===== config.mk =====
export PLATFORM = sky130hd
export DESIGN_NAME = fob_mul
export DESIGN_NICKNAME = d
export VERILOG_FILES = /design/src/hw/rtl/fob_mul.sv
export SDC_FILE = /design/constraint.sdc
export NUM_CORES = 2
export LEC_CHECK = 0
export BUFFER_PORTS_ARGS = -buffer_cell sky130_fd_sc_hd__clkbuf_2
export CORE_MARGIN = 2
export CORE_UTILIZATION = 33
export CTS_CLUSTER_SIZE = 14
export DETAILED_ROUTE_END_ITERATION = 10
export PLACE_DENSITY = 0.49
export SYNTH_ARGS = -nofsm -noshare
export SYNTH_HDL_FRONTEND = slang
export SYNTH_SLANG_ARGS = --single-unit

===== constraint.sdc =====
create_clock -name clk_i -period 11.7 [get_ports clk_i]
set_input_delay 0.585 -clock clk_i [delete_from_list [all_inputs] [get_ports clk_i]]
set_output_delay 0.585 -clock clk_i [all_outputs]
set_load 0.01 [all_outputs]

===== src/hw/rtl/fob_mul.sv =====
//------------------------------------------------------------------------------
// fob_mul: shared registered multiplier
// One 35x35 signed product per cycle, result registered.
//------------------------------------------------------------------------------
module fob_mul (
  input  logic               clk_i,
  input  logic signed [34:0] a_i,
  input  logic signed [34:0] b_i,
  output logic signed [69:0] p_o
);
  always_ff @(posedge clk_i) begin
    p_o <= a_i * b_i;
  end
endmodule


Word level (Yosys, flattened, before mapping)
Index checks and enable logic that the tools add are counted.

storage, ports and cells
  bits in registers = 70
  output and inout bits = 70
  logic and storage cells = 2

cells by class
  multipliers = 1

operator list
  kind              count
  $mul A35 B35 Y70  1

Longest topological paths before layout
  depth after elaboration = 1
  gate-level depth with buffers = 30

Worst setup path before layout
Ideal clock, no wire load.

  path type = input -> register
  start = input port a_i[34]
  end = register p_o[68]
  library setup time = 0.123 ns
  arrival = 8.450 ns
  path slack = 3.127 ns
  stages on the path = 28
  path buffers = 3
  path through = clkbuf_1 clkbuf_1 nand2_1 inv_1 fa_1 fa_1 fa_1 inv_1 fa_1 inv_1 fa_1 fa_1 fa_1 inv_1 fa_1 inv_1 ha_1 buf_4 a21o_1 a21o_1 a21oi_1 o21ai_0 a221o_1 a21o_1 a31oi_1 o21a_1 o21ai_1 xor2_1

between the ends
  word-level cells in the longest chain between the ends = 1

ends and longest elaborated chain
  element               RTL line  RTL
  start, declared       7         input logic signed [34:0] a_i,
  $mul A35 B35 Y70      12        p_o <= a_i * b_i;
  end signal, assigned  12
  end, declared         9         output logic signed [69:0] p_o

No other way between the ends.

Worst setup path after layout
  start = input port b_i[5]
  end = register p_o[68]

between the ends
  word-level cells in the longest chain between the ends = 1

ends and longest elaborated chain
  element           RTL line  RTL
  start, declared   8         input logic signed [34:0] b_i,
  $mul A35 B35 Y70  12

No other way between the ends.

==> metrics.log <==
[metrics] vias per inst: 4.77
[metrics] total of hold buffers inserted after clock tree synthesis: 0
[metrics] async set or reset register ratio after synthesis: 0%
[metrics] floorplan core area: 0.135 mm2
[metrics] most used flip-flop cell after synthesis: dfxtp_1
[metrics] Final Hold Vio Count: 0
[metrics] number of flip-flops under the largest register name: 70
[metrics] max-cap viol count: 0
[metrics] commonest cells after routing, fill and taps aside: fa_1, inv_1, and2_1
[metrics] total global routing track utilization: 20.0%
[metrics] worst slew slack as a fraction of its limit: 18.2%
[metrics] number of global-route vias before repair: 34700
[metrics] Mapped Area: 0.0448 mm2
[metrics] total number of yosys warnings: 0
[metrics] number of antenna violations at the first check in global routing: 5
[metrics] met2 routed WL: 70800 um
[metrics] largest net degree at the start of global routing: 36
[metrics] via count: 30500
[metrics] Most Frequent Cell on Critical Path: fa_1
[metrics] fraction of the yosys area taken by sequential cells: 3.13%
[metrics] iteration-0 DRC count of the detailed router: 1536
[metrics] TritonCTS clock tree: yes
[metrics] largest registers in the final layout: p_o (70)
[metrics] clk buf depth: 2
[metrics] distinct cell type count after synthesis: 71
[metrics] Routed Wire Length: 133000 um
[metrics] Final Max Slew Viols: 0
[metrics] average wire per standard cell: 20.8 um
[metrics] number of remaining DRC errors: 0
[metrics] critical-path maximum fanout: 35
[metrics] root buffer cell: clkbuf_16
[metrics] final HPWL from detailed placement: 107000 um
[metrics] total stage count of the critical path: 26
[metrics] placer congestion estimate: 0.862
[metrics] peak clock frequency supported by timing: 106 MHz
[metrics] total clock buffers created by CTS: 9
[metrics] WP data required: 11950 ps
[metrics] remaining global-route overflow: 0
[metrics] setup TNS: 0 ps
[metrics] leading cell type in the layout, fill and taps excluded: fa_1
[metrics] Reg with most FFs: p_o
[metrics] count of clock tree sinks: 70
[metrics] area growth from synthesis to final layout: 5.61%
[metrics] Antenna Violating Nets Remaining: 0
[metrics] final number of setup-violating endpoints: 0
[metrics] Gates resized, CTS repair: 0
[metrics] delay of the slowest cell on the worst path: 1060 ps
[metrics] cell with the biggest individual delay on the critical path: fa_1
[metrics] met3 routed wirelength: 5090 um
[metrics] outcome: finished clean
[metrics] buffers inserted during post-CTS setup optimization: 0
[metrics] count of buffer and inverter cells on the critical path: 6
[metrics] EDFF count, synth: 0
[metrics] setup repair after global routing missed its margin: false
[metrics] cell depth of the worst hold path: 2
[metrics] Tightest Pin Transition: 1230 ps
[metrics] cells after synthesis: 4671
[metrics] total routed wire length on the met1 layer: 53600 um
[metrics] Core Rows: 135
[metrics] Initial DRT Pass Iterations: 5
[metrics] crit path launch type: primary input
[metrics] IO buf count: 140
[metrics] area enclosed by the die boundary: 0.139 mm2
[metrics] height of the die: 373 um
[metrics] synthesized net count: 6260
[metrics] critical path class: primary input to flop
[metrics] global-route wire length before repair: 210000 um
[metrics] Initial Utilization: 33.2%
[metrics] post-synthesis sequential element count: 70
[metrics] cell area after layout: 0.0474 mm2
[metrics] final worst path period need: 9420 ps
[metrics] # H-tree levels: 3
[metrics] period utilisation layout: 80.5%
[metrics] Die X: 373 um
[metrics] data arrival time of the worst path: 9680 ps
[metrics] highest metal layer with signal wires: met5
[metrics] final-stage net count: 6205
[metrics] Min-Delay Path Class: primary input to flop
[metrics] Fill cells: 13900
[metrics] CP top delay family: adder cells
[metrics] placed cell area: 0.0471 mm2
[metrics] per-instance average area after synthesis: 9.60 um2
[metrics] fraction of layout instances using a drive strength above 1: 4.85%
[metrics] clock-pin slew reported for the worst setup and hold paths after clock tree synthesis: 60 ps
[metrics] endpoint kind of the worst setup timing path: flop
[metrics] Boundary Pins: 141
==> synthesized netlist by cell type (3+ instances only) <==
cell type | instances | area share (%)
fa_1 | 1311 | 59
nor2b_1 | 5 | 0.070
and4_1 | 3 | 0.059
inv_1 | 1158 | 9.7
buf_1 | 3 | 0.025
ha_1 | 207 | 5.8
nand4_1 | 16 | 0.22
a211o_1 | 3 | 0.059
o21ai_1 | 13 | 0.15
nand3_1 | 7 | 0.078
o21a_1 | 9 | 0.15
buf_6 | 8 | 0.20
o21ai_2 | 3 | 0.059
xnor2_1 | 54 | 1.1
and2_1 | 667 | 9.3
dfxtp_1 | 70 | 3.1
o21ai_0 | 32 | 0.36
nand2b_1 | 15 | 0.21
nor2_1 | 52 | 0.44
a21o_1 | 38 | 0.64
buf_4 | 8 | 0.13
clkbuf_1 | 230 | 1.9
xor2_1 | 25 | 0.49
nand2_1 | 569 | 4.8
o211ai_1 | 5 | 0.084
a21oi_1 | 75 | 0.84
a31oi_1 | 8 | 0.11
a211oi_1 | 3 | 0.050
o21bai_1 | 12 | 0.20
and3_1 | 11 | 0.15
==> per-stage QoR <==
stage               hold slack (ps)  worst slack (ps)  cells  util (%)
global placement                975              1940   6386      34.8
detailed placement              973              1840   6386      34.8
global route                   1010              1740   6401      35.0
finish                         1010              2280   6402      35.0
CTS                             992              2230   6401      35.0
floorplan                       712              3130   4671         -
==> metal layers <==
| metal | track usage [%] | up-vias |
|---|---|---|
| li1 | - | 13100 |
| met1 | 25.1 | 16500 |
| met2 | 36.5 | 710 |
| met3 | 1.87 | 166 |
| met4 | 5.11 | 4 |
| met5 | 0 | - |
==> worst paths after layout <==
check	from	endpoint	slack [ps]
max	b_i[5]	p_o[68]$_DFF_P_	2280
min	b_i[0]	p_o[0]$_DFF_P_	1010
==> cells by family (layout without fill, tap and decap cells) <==
logic type | Yosys count | after routing | share of synthesized area, %
adders and majority gates | 1518 | 1518 | 64.3
buffers and inverters | 1410 | 1359 | 12.0
and+or+nand+nor | 1365 | 1365 | 15.6
AOI/OAI and AO/OA | 229 | 229 | 3.35
xor gates and xnor gates | 79 | 79 | 1.54
DFF | 70 | 70 | 3.13
other | 0 | 1 | 0
==> cell type report <==
class	count	area (um2)	share of cell area [%]
Antenna cell	1	2.50	0.00528
Clock buffer	11	243	0.513
Clock inverter	4	47.5	0.100
Inverter	1159	4350	9.19
Multi-Input combinational cell	3191	38000	80.3
Sequential cell	70	1400	2.96
Tap cell	1781	2230	4.71
Timing Repair Buffer	185	1040	2.19
Power is left out: the tool's default activity adds up to more than one toggle a clock period on the data nets, which glitch-free logic cannot reach.
