**config.mk**
```make
export PLATFORM = sky130hd
export DESIGN_NAME = fob_isqrt
export DESIGN_NICKNAME = d
export VERILOG_FILES = /design/src/hw/rtl/fob_isqrt.sv
export SDC_FILE = /design/constraint.sdc
export NUM_CORES = 1
export LEC_CHECK = 0
export BUFFER_PORTS_ARGS = -buffer_cell sky130_fd_sc_hd__buf_2
export CAP_MARGIN = 25
export CORE_MARGIN = 10
export CORE_UTILIZATION = 40
export DETAILED_ROUTE_END_ITERATION = 16
export PLACE_DENSITY_LB_ADDON = 0.15
export SLEW_MARGIN = 5
export SYNTH_ARGS = -nofsm -noshare
export SYNTH_HDL_FRONTEND = slang
export SYNTH_SLANG_ARGS = --single-unit
```
**constraint.sdc**
```tcl
create_clock -name clk_i -period 11.9 [get_ports clk_i]
set_clock_uncertainty 0.1 [all_clocks]
set_input_delay 0 -clock clk_i [delete_from_list [all_inputs] [get_ports clk_i]]
set_output_delay 0 -clock clk_i [all_outputs]
set_load 0.01 [all_outputs]
```
**src/hw/rtl/fob_isqrt.sv**
```systemverilog
//------------------------------------------------------------------------------
// fob_isqrt: iterative integer square root
// One result bit per cycle, 32 result bits over a 64-bit radicand.
//------------------------------------------------------------------------------
module fob_isqrt (
  input  logic        clk_i,
  input  logic        rst_ni,
  input  logic        start_i,
  input  logic [63:0] rad_i,
  output logic        done_o,
  output logic [31:0] root_o
);
  logic [63:0] rem_q, res_q, bit_q;
  logic        busy_q;
  logic [63:0] trial;

  assign trial  = res_q + bit_q;
  assign root_o = res_q[31:0];

  always_ff @(posedge clk_i or negedge rst_ni) begin
    if (!rst_ni) begin
      busy_q <= 1'b0;
      done_o <= 1'b0;
    end else begin
      done_o <= 1'b0;
      if (start_i) begin
        rem_q  <= rad_i;
        res_q  <= '0;
        bit_q  <= 64'd1 << 62;
        busy_q <= 1'b1;
      end else if (busy_q) begin
        if (rem_q >= trial) begin
          rem_q <= rem_q - trial;
          res_q <= (res_q >> 1) + bit_q;
        end else begin
          res_q <= res_q >> 1;
        end
        bit_q <= bit_q >> 2;
        if (bit_q[0]) begin
          busy_q <= 1'b0;
          done_o <= 1'b1;
        end
      end
    end
  end
endmodule

```
Word-level counts from Yosys, hierarchy flattened

Cells that the tools add are included.

Flip-flop bits (word level): 194
Logic and storage cells: 24

Add/subtract/negate cells: 3
Magnitude comparators: 1
Mux-type cells: 12
Reduce and logical (&&, ||, !) cells: 3

Operator list:

| cell                                      | number |
|---|---|
| 64-bit 2-to-1 mux                         | 6 |
| 63-bit by 64-bit adder with 64-bit output | 1 |
| 64-bit adder                              | 1 |
| 64-bit >= comparator                      | 1 |
| 64-bit subtractor                         | 1 |
| 1-bit 2-to-1 mux                          | 6 |
| 2-bit nonzero test                        | 2 |
| 3-bit AND reduction                       | 1 |

Logic depth before layout (Yosys ltp)

Word-level depth: 5
Gate-level depth with buffers: 28

Least setup slack after synthesis

Ideal clock, no wire load.

Kind: register -> register
Start: register res_q[16]
End: register rem_q[0] (enable)
Data arrival time: 6.270 ns
Required time: 11.371 ns
Slack: 5.101 ns
Stages on the path, launching flop included: 22
Buffers on the path: 2
Clock period less this slack: 6.799 ns
Cell sequence: edfxtp_1 > ha_1 > clkbuf_1 > nand4_1 > nor4_1 > o311ai_1 > a311oi_1 > nor2_1 > o21ai_1 > a21oi_1 > o31ai_1 > a31oi_1 > xor2_1 > ha_1 > nand4_1 > or2_2 > or4_1 > a21oi_1 > o22ai_1 > clkbuf_1 > o21ai_0 > and2_1

Cells in the longest elaborated chain, start to end: 4

Ends and longest elaborated chain:

| item                                 | RTL line | RTL |
|---|---|---|
| start: declaration                   | 13       | `logic [63:0] rem_q, res_q, bit_q;` |
| start signal: assignment             | 34       | `res_q <= (res_q >> 1) + bit_q;` |
| start signal: assignment             | 36       | `res_q <= res_q >> 1;` |
| 64-bit adder                         | 17       | `assign trial = res_q + bit_q;` |
| 64-bit >= comparator                 | 32       | `if (rem_q >= trial) begin` |
| 2-bit nonzero test (no source line)  | -        |  |
| 3-bit AND reduction (no source line) | -        |  |
| end signal: assignment               | 27       | `rem_q <= rad_i;` |
| end signal: assignment               | 33       | `rem_q <= rem_q - trial;` |
| end: declaration                     | 13       |  |

Every way passes these cells.
A chain may end at the register's enable or synchronous reset.

Worst setup path in the final report

Start: register res_q[18]
End: register res_q[62] (data pin)

Cells in the longest elaborated chain, start to end: 4

Ends and longest elaborated chain:

| item                 | RTL line | RTL |
|---|---|---|
| 64-bit adder         | 17       |  |
| 64-bit >= comparator | 32       |  |
| 64-bit 2-to-1 mux *  | 32       |  |
| 64-bit 2-to-1 mux *  | 31       | `end else if (busy_q) begin` |

Every way passes the cells marked *; elsewhere a longest branch is shown, timed or not.

==> impl_metrics.csv <==
group,metric,value,unit
run_status,outcome,"completed",
hold_path,hp-class,"in2reg",
setup_path,path_cells,"ha_1 -> nand4_1 -> nor4_1 -> a32oi_1 -> a311oi_1 -> nor2_1 -> o21ai_1 -> a21oi_1 -> o31ai_1 -> a31oi_1 -> xor2_1 -> ha_1 -> nand4_1 -> or2_2 -> or4_1 -> a21oi_1 -> o22a_2 -> buf_4 -> nand2_1 -> nor4b_1 -> or3_1",
synth,synthFlopType,"edfxtp_1",
floorplanning,initial_core_util,40.6,%
grt,grt_max_degree,106,
synth,ys_ff_latch,194,
setup_path,slowest_delay,700,ps
grt,grt_pass1_wl,102000,µm
final_layout,final_common_cell,"nand2_1",
drt,ant_nets,0,
floorplanning,row_count,82,
synth,synth_top_area_cell,"edfxtp_1",
synth,syn-num-nets,2745,
clocking,cts_buffer_depth,2,
final_layout,diodes,0,
timing,finalSetupViolCount,0,
floorplanning,io_pins,100,
setup_path,critPathArrivalTime,8020,ps
synth,avgSynthCellArea,8.26,µm²
clocking,ctsResizeCount,0,
clocking,insertion_delay,510,ps
timing,fin_tns_setup,0,ps
drt,drt_wl_total,65300,µm
setup_path,setup.worst_path.start_class,"flop",
clocking,cts_setup_buffers,0,
timing,finalCritPeriodShare,65.0,%
floorplanning,die_h,246,µm
synth,post_synth_instance_area,0.0205,mm²
timing,hold_viol,0,
drt,first_pass_iters,6,
floorplanning,core,0.0505,mm²
clocking,path_clk_slew,80,ps
place,place.port_buffers,99,
clocking,numCtsBuffers,17,
synth,yosys.area.top_type_share,28.1,%
grt,track_usage,21.2,%
final_layout,nets,2777,
timing,rsz0062_at_grt,"false",
synth,synth_edf_count,192,
place,dp_hpwl,49700,µm
final_layout,area_growth,9.38,%
setup_path,cp_slowest_cell,"buf_4",
timing,slew_viol_final,0,
synth,ys_types,78,
drt,drcViolationCount,0,
drt,wire_per_inst,20.4,µm
setup_path,endpoint_kind,"flop",
drt,drt_iter0_markers,2147,
run,maxCapViolCount,0,
power_and_ir_drop,ir_drop,0.337,mV
setup_path,required,12180,ps
clocking,cts.sinks,194,
power_and_ir_drop,p_leak,0.00948,µW
power_and_ir_drop,power.density,298,mW/mm²
drt,post_drt_via_cell_ratio,5.95,
setup_path,path_class,"reg2reg",
final_layout,fillers,4997,
floorplanning,dieWidth,246,µm
timing,max_freq,0.129,GHz
clocking,cts_tree,"done",
grt,first_global_vias,17888,
timing,relSlewSlack,23.5,%
timing,min_period,7740,ps
clocking,ctsHoldBuffers,66,
timing,tightestPinTransition,1140,ps
synth,yosys_warnings,0,
final_layout,layout_common_cells,"nand2_1 (250), a21oi_1 (249), nor2_1 (234)",
synth,synth_area_leaders,"edfxtp_1 (28%), ha_1 (12%), a21oi_1 (6.1%)",
drt,vias,19066,
place,place_congestion,0.973,
grt,grt.overflow.total,0,
clocking,root_buffer,"clkbuf_16",
synth,synthArstFlopShare,1.03,%
synth,ys_seq_area_share,28.3,%
floorplanning,fp.dieArea,0.0607,mm²
clocking,htreeDepth,4,
grt,antenna_found_initial,0,
setup_path,path_max_fanout,59,
final_layout,fin_util,44.5,%
synth,syn_inst,2485,
final_layout,final_layout_size_suffix_gt1_share,7.04,%
## worst paths after layout
check	startpoint	endpoint	slack (ps)	depth (start not counted)
worst min register to register	bit_q[0]	busy_q	460	1
worst min-delay path	rad_i[21]	rem_q[21]	210	4
max in group asynchronous	rst_ni	busy_q	10870	3
min in group asynchronous	rst_ni	busy_q	510	3
worst max register to register	res_q[18]	res_q[62]	4160	21
worst max-delay path	res_q[18]	res_q[62]	4160	21
## synth_stat cells, drive strengths merged, types with 5 or more instances
cell	n
a211oi	53
a21o	114
ha	190
mux2i	91
nand2b	17
or2	8
xor2	63
a21oi	249
nor4	11
nand2	250
o22a	5
a221oi	5
o22ai	7
buf	50
o211ai	13
o21bai	42
a31o	10
and4	7
xnor2	100
a211o	5
clkbuf	113
nor3	53
or3	11
inv	68
o2111ai	5
edfxtp	192
nor2b	13
a311oi	20
nor2	234
nand3	35
o21a	26
and2	14
nand4	54
o31ai	20
o21ai	201
or4	8
a31oi	23
and3	26
a21boi	8
a2111oi	6
## registers in the layout, summed over array words and instances (netlist names)
| name | flops |
|---|---|
| bit_q | 64 |
| busy_q | 1 |
| done_o | 1 |
| rem_q | 64 |
| res_q | 64 |
## power by group
| group | total [µW] | internal (µW) | switching, µW | leakage [µW] |
|---|---|---|---|---|
| Sequential | 1250 | 1070 | 186 | 0.00194 |
| Combinational | 4830 | 1860 | 2970 | 0.00726 |
| Clock | 597 | 286 | 311 | 0.000277 |
## routing by layer
metal	track usage [%]	part of all wire, %	vias to the layer above
li1	-	-	9340
met1	32.0	51	9142
met2	29.8	41	522
met3	3.59	5.8	62
met4	6.12	1.8	0
met5	0	0	-
## per-stage QoR
stage               total power (µW)  cells  worst slack (ps)  hold slack, ps  instance area, µm²
finish                          6680   3202              4160             211               22400
global route                    7220   3202              3850             228               22400
global placement                5960   3104              4560             177               21200
detailed placement              5960   3104              4390             187               21200
CTS                             6610   3202              4310             167               22400
floorplan                       4790   2485              5100            -396               20500
## cell families (layout without fill, tap and decap cells)
logic type | count (synthesis) | in the layout | synth area share [%]
AOI/OAI and AO/OA | 855 | 855 | 26.5
xor gates and xnor gates | 163 | 163 | 6.96
adders and majority gates | 193 | 193 | 11.9
buffers and inverters | 233 | 278 | 4.91
DFF | 194 | 194 | 28.3
muxes | 94 | 94 | 4.60
and+or+nand+nor | 753 | 753 | 16.8
## final cells by class
class / instances / area, µm² / area share (%)
Clock inverter: 13 / 115 / 0.513
Tap cell: 672 / 841 / 3.75
Sequential cell: 194 / 5820 / 25.9
Clock buffer: 19 / 453 / 2.02
Timing Repair Buffer: 176 / 1250 / 5.56
Inverter: 70 / 263 / 1.17
Multi-Input combinational cell: 2058 / 13700 / 61.1
## critical path: cells and delay by family, from the launching register on
family	cells	cell delay (ps)
AOI/OAI and AO/OA	8	2480
xor gates and xnor gates	1	180
adders and majority gates	2	800
buffers and inverters	1	700
DFF	1	480
and+or+nand+nor	9	2800
Note: power is estimated with default switching activity, not from simulation.
