## config.mk

```make
export PLATFORM = sky130hd
export DESIGN_NAME = fob_cordic
export DESIGN_NICKNAME = d
export VERILOG_FILES = /design/src/hw/rtl/fob_pkg.sv /design/src/hw/rtl/fob_cordic.sv
export SDC_FILE = /design/constraint.sdc
export NUM_CORES = 1
export LEC_CHECK = 0
export ABC_AREA = 1
export BUFFER_PORTS_ARGS = -buffer_cell sky130_fd_sc_hd__buf_2
export CORE_UTILIZATION = 43
export CTS_CLUSTER_DIAMETER = 40
export DETAILED_ROUTE_END_ITERATION = 12
export GPL_TIMING_DRIVEN = 1
export MAX_ROUTING_LAYER = met4
export PLACE_DENSITY_LB_ADDON = 0.05
export SYNTH_ARGS = -nofsm -noshare
export SYNTH_HDL_FRONTEND = slang
export SYNTH_SLANG_ARGS = --single-unit
```

## constraint.sdc

```tcl
create_clock -name clk_i -period 7.6 [get_ports clk_i]
set_input_delay 0.76 -clock clk_i [delete_from_list [all_inputs] [get_ports clk_i]]
set_output_delay 0.76 -clock clk_i [all_outputs]
set_load 0.02 [all_outputs]
```

## src/hw/rtl/fob_pkg.sv

```systemverilog
//------------------------------------------------------------------------------
// fob_pkg: shared types and constants of the flight observation builder
// Payload structs, configuration register indexes, CORDIC angle table.
//------------------------------------------------------------------------------
package fob_pkg;

  typedef struct packed {
    logic [1:0]         func;
    logic signed [31:0] comp_a;
    logic signed [31:0] comp_b;
    logic signed [31:0] comp_c;
    logic signed [31:0] comp_d;
  } in_word_t;

  typedef struct packed {
    logic signed [31:0] value;
    logic [4:0]         index;
    logic               last;
  } out_word_t;

  localparam logic [2:0] RegLayout  = 3'd0;
  localparam logic [2:0] RegTargetX = 3'd1;
  localparam logic [2:0] RegTargetY = 3'd2;
  localparam logic [2:0] RegTargetZ = 3'd3;
  localparam logic [2:0] RegClip    = 3'd4;

  localparam logic [1:0] FuncPos  = 2'd0;
  localparam logic [1:0] FuncVel  = 2'd1;
  localparam logic [1:0] FuncGyro = 2'd2;
  localparam logic [1:0] FuncQuat = 2'd3;

  localparam int CordicSteps = 17;
  localparam logic signed [19:0] PiQ     = 20'sd205887;
  localparam logic signed [19:0] HalfPiQ = 20'sd102944;
  localparam logic signed [34:0] DegToRad = 35'sd74961321;

  function automatic logic signed [19:0] atan_tab(input logic [4:0] i);
    logic signed [19:0] r;
    begin
      case (i)
        5'd0: r = 20'sd51472;
        5'd1: r = 20'sd30386;
        5'd2: r = 20'sd16055;
        5'd3: r = 20'sd8150;
        5'd4: r = 20'sd4091;
        5'd5: r = 20'sd2047;
        5'd6: r = 20'sd1024;
        5'd7: r = 20'sd512;
        5'd8: r = 20'sd256;
        5'd9: r = 20'sd128;
        5'd10: r = 20'sd64;
        5'd11: r = 20'sd32;
        5'd12: r = 20'sd16;
        5'd13: r = 20'sd8;
        5'd14: r = 20'sd4;
        5'd15: r = 20'sd2;
        5'd16: r = 20'sd1;
        default: r = 20'sd0;
      endcase
      return r;
    end
  endfunction

endpackage

```

## src/hw/rtl/fob_cordic.sv

```systemverilog
//------------------------------------------------------------------------------
// fob_cordic: iterative CORDIC atan2
// One vectoring step per cycle, 17 steps after the operands are loaded.
//------------------------------------------------------------------------------
module fob_cordic (
  input  logic               clk_i,
  input  logic               rst_ni,
  input  logic               start_i,
  input  logic signed [32:0] y_i,
  input  logic signed [32:0] x_i,
  output logic               done_o,
  output logic signed [19:0] ang_o
);
  // Growth over 17 steps stays below 2^35 for 33-bit magnitudes.
  logic signed [35:0] x_q, y_q;
  logic signed [19:0] ang_q;
  logic [4:0]         step_q;
  logic               busy_q;
  logic signed [35:0] xs, ys;

  assign xs = x_q >>> step_q;
  assign ys = y_q >>> step_q;
  assign ang_o = ang_q;

  always_ff @(posedge clk_i or negedge rst_ni) begin
    if (!rst_ni) begin
      busy_q <= 1'b0;
      done_o <= 1'b0;
      step_q <= '0;
    end else begin
      done_o <= 1'b0;
      if (start_i) begin
        step_q <= '0;
        if (y_i == 0) begin
          ang_q  <= (x_i < 0) ? fob_pkg::PiQ : 20'sd0;
          done_o <= 1'b1;
        end else if (x_i == 0) begin
          ang_q  <= (y_i > 0) ? fob_pkg::HalfPiQ : -fob_pkg::HalfPiQ;
          done_o <= 1'b1;
        end else if (x_i < 0) begin
          ang_q  <= (y_i >= 0) ? fob_pkg::PiQ : -fob_pkg::PiQ;
          x_q    <= -36'(x_i);
          y_q    <= -36'(y_i);
          busy_q <= 1'b1;
        end else begin
          ang_q  <= 20'sd0;
          x_q    <= 36'(x_i);
          y_q    <= 36'(y_i);
          busy_q <= 1'b1;
        end
      end else if (busy_q) begin
        if (y_q > 0) begin
          x_q   <= x_q + ys;
          y_q   <= y_q - xs;
          ang_q <= ang_q + fob_pkg::atan_tab(step_q);
        end else begin
          x_q   <= x_q - ys;
          y_q   <= y_q + xs;
          ang_q <= ang_q - fob_pkg::atan_tab(step_q);
        end
        if (step_q == 5'(fob_pkg::CordicSteps - 1)) begin
          busy_q <= 1'b0;
          done_o <= 1'b1;
        end else begin
          step_q <= step_q + 5'd1;
        end
      end
    end
  end
endmodule

```

# Yosys cells after proc, flatten, opt, wreduce, memory -nomap -nowiden

Memory sizes are Yosys's and may differ from the RTL's.
Cells that the tools add are included.

Bits in registers: 99
Bits in latches: 0
Memory bits (writable): 0
ROM bits: 1024
Input port bits: 69
Output and inout bits: 21
Word-level logic and storage cells: 74
Memories: 2

$add $sub $neg: 9
Multipliers: 0
Divide/modulo/power cells: 0
Order comparisons: 4
Eq/ne operators: 4
Shift-type cells: 2
Muxes and demuxes: 40
Bitwise logic cells: 0
Reductions and logical operators: 7

Memory list:

| name            | depth | width | read ports | clocked after Yosys merged registers in | wr ports | RTL line      | RTL |
|---|---|---|---|---|---|---|---|
| (no name shown) | 32    | 16    | 1          | 0                                       | 0        | fob_pkg.sv:40 | `case (i)` |
| (no name shown) | 32    | 16    | 1          | 0                                       | 0        | fob_pkg.sv:40 |  |

Operator list:

| cell                | count |
|---|---|
| $mux 36             | 12 |
| $mux 20             | 14 |
| $add 36x36->36      | 2 |
| $neg 33->36         | 2 |
| $sshr 36x5->36      | 2 |
| $sub 36x36->36      | 2 |
| $logic_not 33->1    | 2 |
| $gt 36x1->1 const B | 1 |
| $ge 33x1->1 const B | 1 |
| $gt 33x1->1 const B | 1 |
| $lt 33x1->1 const B | 1 |
| $add 20x20->20      | 1 |
| $sub 20x20->20      | 1 |
| $mux 18             | 1 |
| $mux 5              | 3 |
| $mux 1              | 10 |
| $ne 2x2->1 const B  | 3 |
| $reduce_and 2->1    | 3 |
| $add 5x1->5 const B | 1 |
| $eq 5x5->1 const B  | 1 |
| $reduce_and 4->1    | 1 |
| $reduce_bool 2->1   | 1 |

# Logic depth before layout (Yosys ltp)

Depth in word-level cells: 8
Gate-level depth with buffers: 42
Gate-level depth less buffers: 40

# Worst setup path after synthesis

No wires, ideal clock.

Path kind: input-to-reg
Start: in start_i
End: reg x_q[0] (enable)
Library setup time: 612 ps
Arrival: 7474 ps
Required time: 6988 ps
Setup slack: -485 ps
Stages on the path: 4
Buffers on the path: 1
Cell sequence: clkbuf_1 inv_2 a21oi_1 a21boi_0

Longest elaborated chain between the ends: 2
Elaborated cells between the ends (all ways): 4
Classes of those cells: 2 x eq/ne; 2 x reduce/logical

Ends and longest elaborated chain:

| what                                                             | RTL line         | RTL |
|---|---|---|
| start: declaration                                               | fob_cordic.sv:8  | `input logic start_i,` |
| $ne 2x2->1 (no line) / $reduce_bool 2->1 (equally long branches) | n/a              |  |
| $reduce_and 4->1 (no line) *                                     | n/a              |  |
| end signal: assignment                                           | fob_cordic.sv:42 | `x_q <= -36'(x_i);` |
| end signal: assignment                                           | fob_cordic.sv:47 | `x_q <= 36'(x_i);` |
| end signal: assignment                                           | fob_cordic.sv:53 | `x_q <= x_q + ys;` |
| end: declaration                                                 | fob_cordic.sv:15 | `logic signed [35:0] x_q, y_q;` |

Mark *: on every way between the ends. The rest lies on a longest branch, timed or not.
A chain may end at the register's enable or synchronous reset.

# Worst setup path after layout

Start: reg step_q[2]
End: reg y_q[32] (data pin)

Longest elaborated chain between the ends: 5
Elaborated cells between the ends (all ways): 6
Classes of those cells: 2 x add/sub; 1 x shift; 3 x mux

Ends and longest elaborated chain:

| what                                                    | RTL line                           | RTL |
|---|---|---|
| start: declaration                                      | fob_cordic.sv:17                   | `logic [4:0] step_q;` |
| start signal: assignment                                | fob_cordic.sv:65                   | `step_q <= step_q + 5'd1;` |
| $sshr 36x5->36 *                                        | fob_cordic.sv:21                   | `assign xs = x_q >>> step_q;` |
| $add 36x36->36 / $sub 36x36->36 (equally long branches) | fob_cordic.sv:58, fob_cordic.sv:54 |  |
| $mux 36 *                                               | fob_cordic.sv:52                   | `if (y_q > 0) begin` |
| $mux 36 *                                               | fob_cordic.sv:51                   | `end else if (busy_q) begin` |
| $mux 36 *                                               | fob_cordic.sv:32                   | `if (start_i) begin` |
| end signal: assignment                                  | fob_cordic.sv:48                   | `y_q <= 36'(y_i);` |
| end signal: assignment                                  | fob_cordic.sv:54                   | `y_q <= y_q - xs;` |
| end signal: assignment                                  | fob_cordic.sv:58                   | `y_q <= y_q + xs;` |
| end: declaration                                        | fob_cordic.sv:15                   |  |

Mark *: on every way between the ends. The rest lies on a longest branch, timed or not. The select of a mux whose other input is x is not followed.

==> reports/results.txt <==
status -> completed
Max Cap Viol -> 0
Antenna Nets Post-Route -> 0
Tmin final -> 6.53 ns
RSZ-0062 raised after global routing -> no
EDFF count, synth -> 92
DRT Pass-1 Iters -> 8
Reg2Reg Launch Point -> step_q[2]
routability cong. -> 0.998
Mean Syn Cell Area -> 5.94 um^2
# DRC -> 0
GRT overflow -> 0
Chip Width -> 202 um
Worst setup EP type -> flop
Power Density -> 459 nW/um^2
synthesized flop and latch total -> 99
io pins -> 90
number of global-route vias before repair -> 18.0k
first-pass GRT wire length -> 103 mm
Worst slew margin -> 25.1%
Area Growth Syn to Fin -> 5.99%
IO buf count -> 89
gate count after technology mapping -> 2894
Total Power -> 8.36 mW
ys flop type -> edfxtp_1
Overall Global Routing Usage -> 33.6%
Cells after DPL -> 3411
worst slack, placed -> 1.33 ns
Setup CP Type -> flop to flop
HPWL after DPL -> 54.1 mm
share of flip-flops with an asynchronous set or reset -> 7.07%
Finished Layout Cells -> 3428
worst path required time -> 7.62 ns
most frequent cells in the layout -> 867 x nand2_1, 361 x nand3_1, 266 x inv_1, 232 x nor2_1, 180 x a21oi_1
clock latency on the worst-skew pair -> 0.40 ns
setup bufs post-CTS -> 0
H-tree depth -> 3
clk sinks -> 99
Detailed Route WL -> 66.9 mm
Worst EP arrival -> 6.55 ns
Hold Slack -> 0.190 ns
most used cell along the critical path -> nand2_1
FF-to-FF path depth -> 33
VDD IR-drop max -> 0.186 mV
die height -> 202 um
initial antenna violation count -> 0
CP max-delay cell -> buf_4
post-CTS sizing -> 0
setup tns final -> 0 ns
DP Area -> 17900 um^2
layout cell share with drive strength beyond 1 -> 9.01%
final instance area -> 18200 um^2
final core utilization -> 46.7%
Clk pin slew, worst setup/hold paths -> 0.08 ns
synth unique cells -> 61
synthesized area -> 17200 um^2
Std-Cell Rows -> 72
Initial Utilization -> 44.0%
Placeable Area -> 39000 um^2
largest net degree at the start of global routing -> 91
Final WS setup -> 1.07 ns
FMAX -> 153 MHz
clock skew -> 0.0129 ns
DIE AREA -> 40800 um^2
CTS max path bufs -> 2
Post-CTS Hold Buffers -> 0
CP max FO -> 81
R2R setup slack -> 1.07 ns
Nets -> 3081
Clock Tree Root -> clkbuf_16
Leakage -> 8.77 nW
Ys Warns -> 0
RR Endpoint -> y_q[32]
First DRT Iteration DRCs -> 2006
Max Slew Vio Count -> 0
Via density -> 5.72
Setup violations, final -> 0
Setup crit start kind -> flop
Hold Crit Class -> input port to async pin
Seq/Total Area, Yosys -> 17.1%
Num CTS Buffers -> 9
CTS tree -> yes
commonest non-fill, non-tap cell in the layout -> nand2_1
syn nets -> 3071
Vias -> 19.6k
final worst path period share -> 86.0%
Slew @ Worst Pin -> 1.12 ns
critical path's largest stage delay -> 0.69 ns
final hold violation count -> 0
Wirelength per Cell -> 19.5 um
where the power goes:
part	internal [mW]	switching, mW
registers	0.945	0.260
logic	2.25	4.40
clock network	0.254	0.252
total	3.45	4.91
critical path: cells and delay by family, from the launching register on:
| family | cells | cell delay (ns) |
|---|---|---|
| and+or+nand+nor | 15 | 2.09 |
| buffers and inverters | 8 | 1.36 |
| xor gates and xnor gates | 1 | 0.23 |
| AOI/OAI and AO/OA | 7 | 1.59 |
| adders and majority gates | 2 | 0.50 |
| DFF | 1 | 0.36 |
synth_stat cells (8+ instances only):
library cell / instances / share of area [%]
a21boi_0: 10 / 0.44
a21oi_1: 181 / 5.3
a31oi_1: 21 / 0.76
buf_1: 20 / 0.44
buf_2: 42 / 1.2
clkbuf_1: 40 / 0.87
edfxtp_1: 92 / 16
ha_1: 105 / 7.6
inv_1: 267 / 5.8
inv_2: 18 / 0.39
nand2_1: 867 / 19
nand2_2: 24 / 0.87
nand3_1: 361 / 11
nand3b_1: 9 / 0.39
nand4_1: 28 / 1.0
nor2_1: 234 / 5.1
nor2_2: 8 / 0.29
nor3_1: 40 / 1.2
nor3_2: 14 / 0.82
nor4_1: 16 / 0.58
o211ai_1: 17 / 0.74
o21a_1: 9 / 0.39
o21ai_0: 164 / 4.8
o21ai_1: 37 / 1.1
o21ai_2: 21 / 1.1
o21bai_1: 8 / 0.35
o22ai_1: 22 / 0.80
o31ai_1: 10 / 0.44
or2_1: 12 / 0.44
or2_2: 9 / 0.33
xnor2_1: 34 / 1.7
xor2_1: 63 / 3.2
registers in the layout, summed over array words and instances (netlist names):
signal  flops
ang_o      20
busy_q      1
done_o      1
step_q      5
x_q        36
y_q        36
final cells by class:
class                   count  area (um^2)
clock buffers               9          225
clock inverters             7         67.6
fillers                  4325        20800
well taps                 518          648
multi-input cells        2392        12600
repair buffers            114          633
diodes                      1         2.50
inverters                 288         1080
flip-flops and latches     99         2940
worst max path at each step:
stage | startpoint | end | slack [ns] | depth (start not counted)
after floorplan | start_i | x_q[0] | 1.39 | 4
after global placement | step_q[2] | y_q[32] | 1.30 | 33
after detailed placement | step_q[2] | y_q[32] | 1.33 | 33
after CTS | step_q[2] | y_q[32] | 1.29 | 33
after global routing | step_q[2] | y_q[32] | 0.67 | 33
final | step_q[2] | y_q[32] | 1.07 | 33
layer usage:
metal	vias up	global-route usage, %	share of wire, %
li1	9751	-	-
met1	9086	48.3	49
met2	704	49.4	43
met3	62	4.56	7.1
met4	0	7.93	1.7
met5	-	-	0
cell families (layout without fill, tap and decap cells):
group                      count (synthesis)  count (layout)  synth area share, %
AOI/OAI and AO/OA                        541             541                 18.4
xor gates and xnor gates                  98              98                 5.04
adders and majority gates                108             108                 8.00
buffers and inverters                    403             418                 9.62
DFF                                       99              99                 17.1
other                                      0               1                    0
and+or+nand+nor                         1645            1645                 41.8
Power figures use the tool's default switching activity.
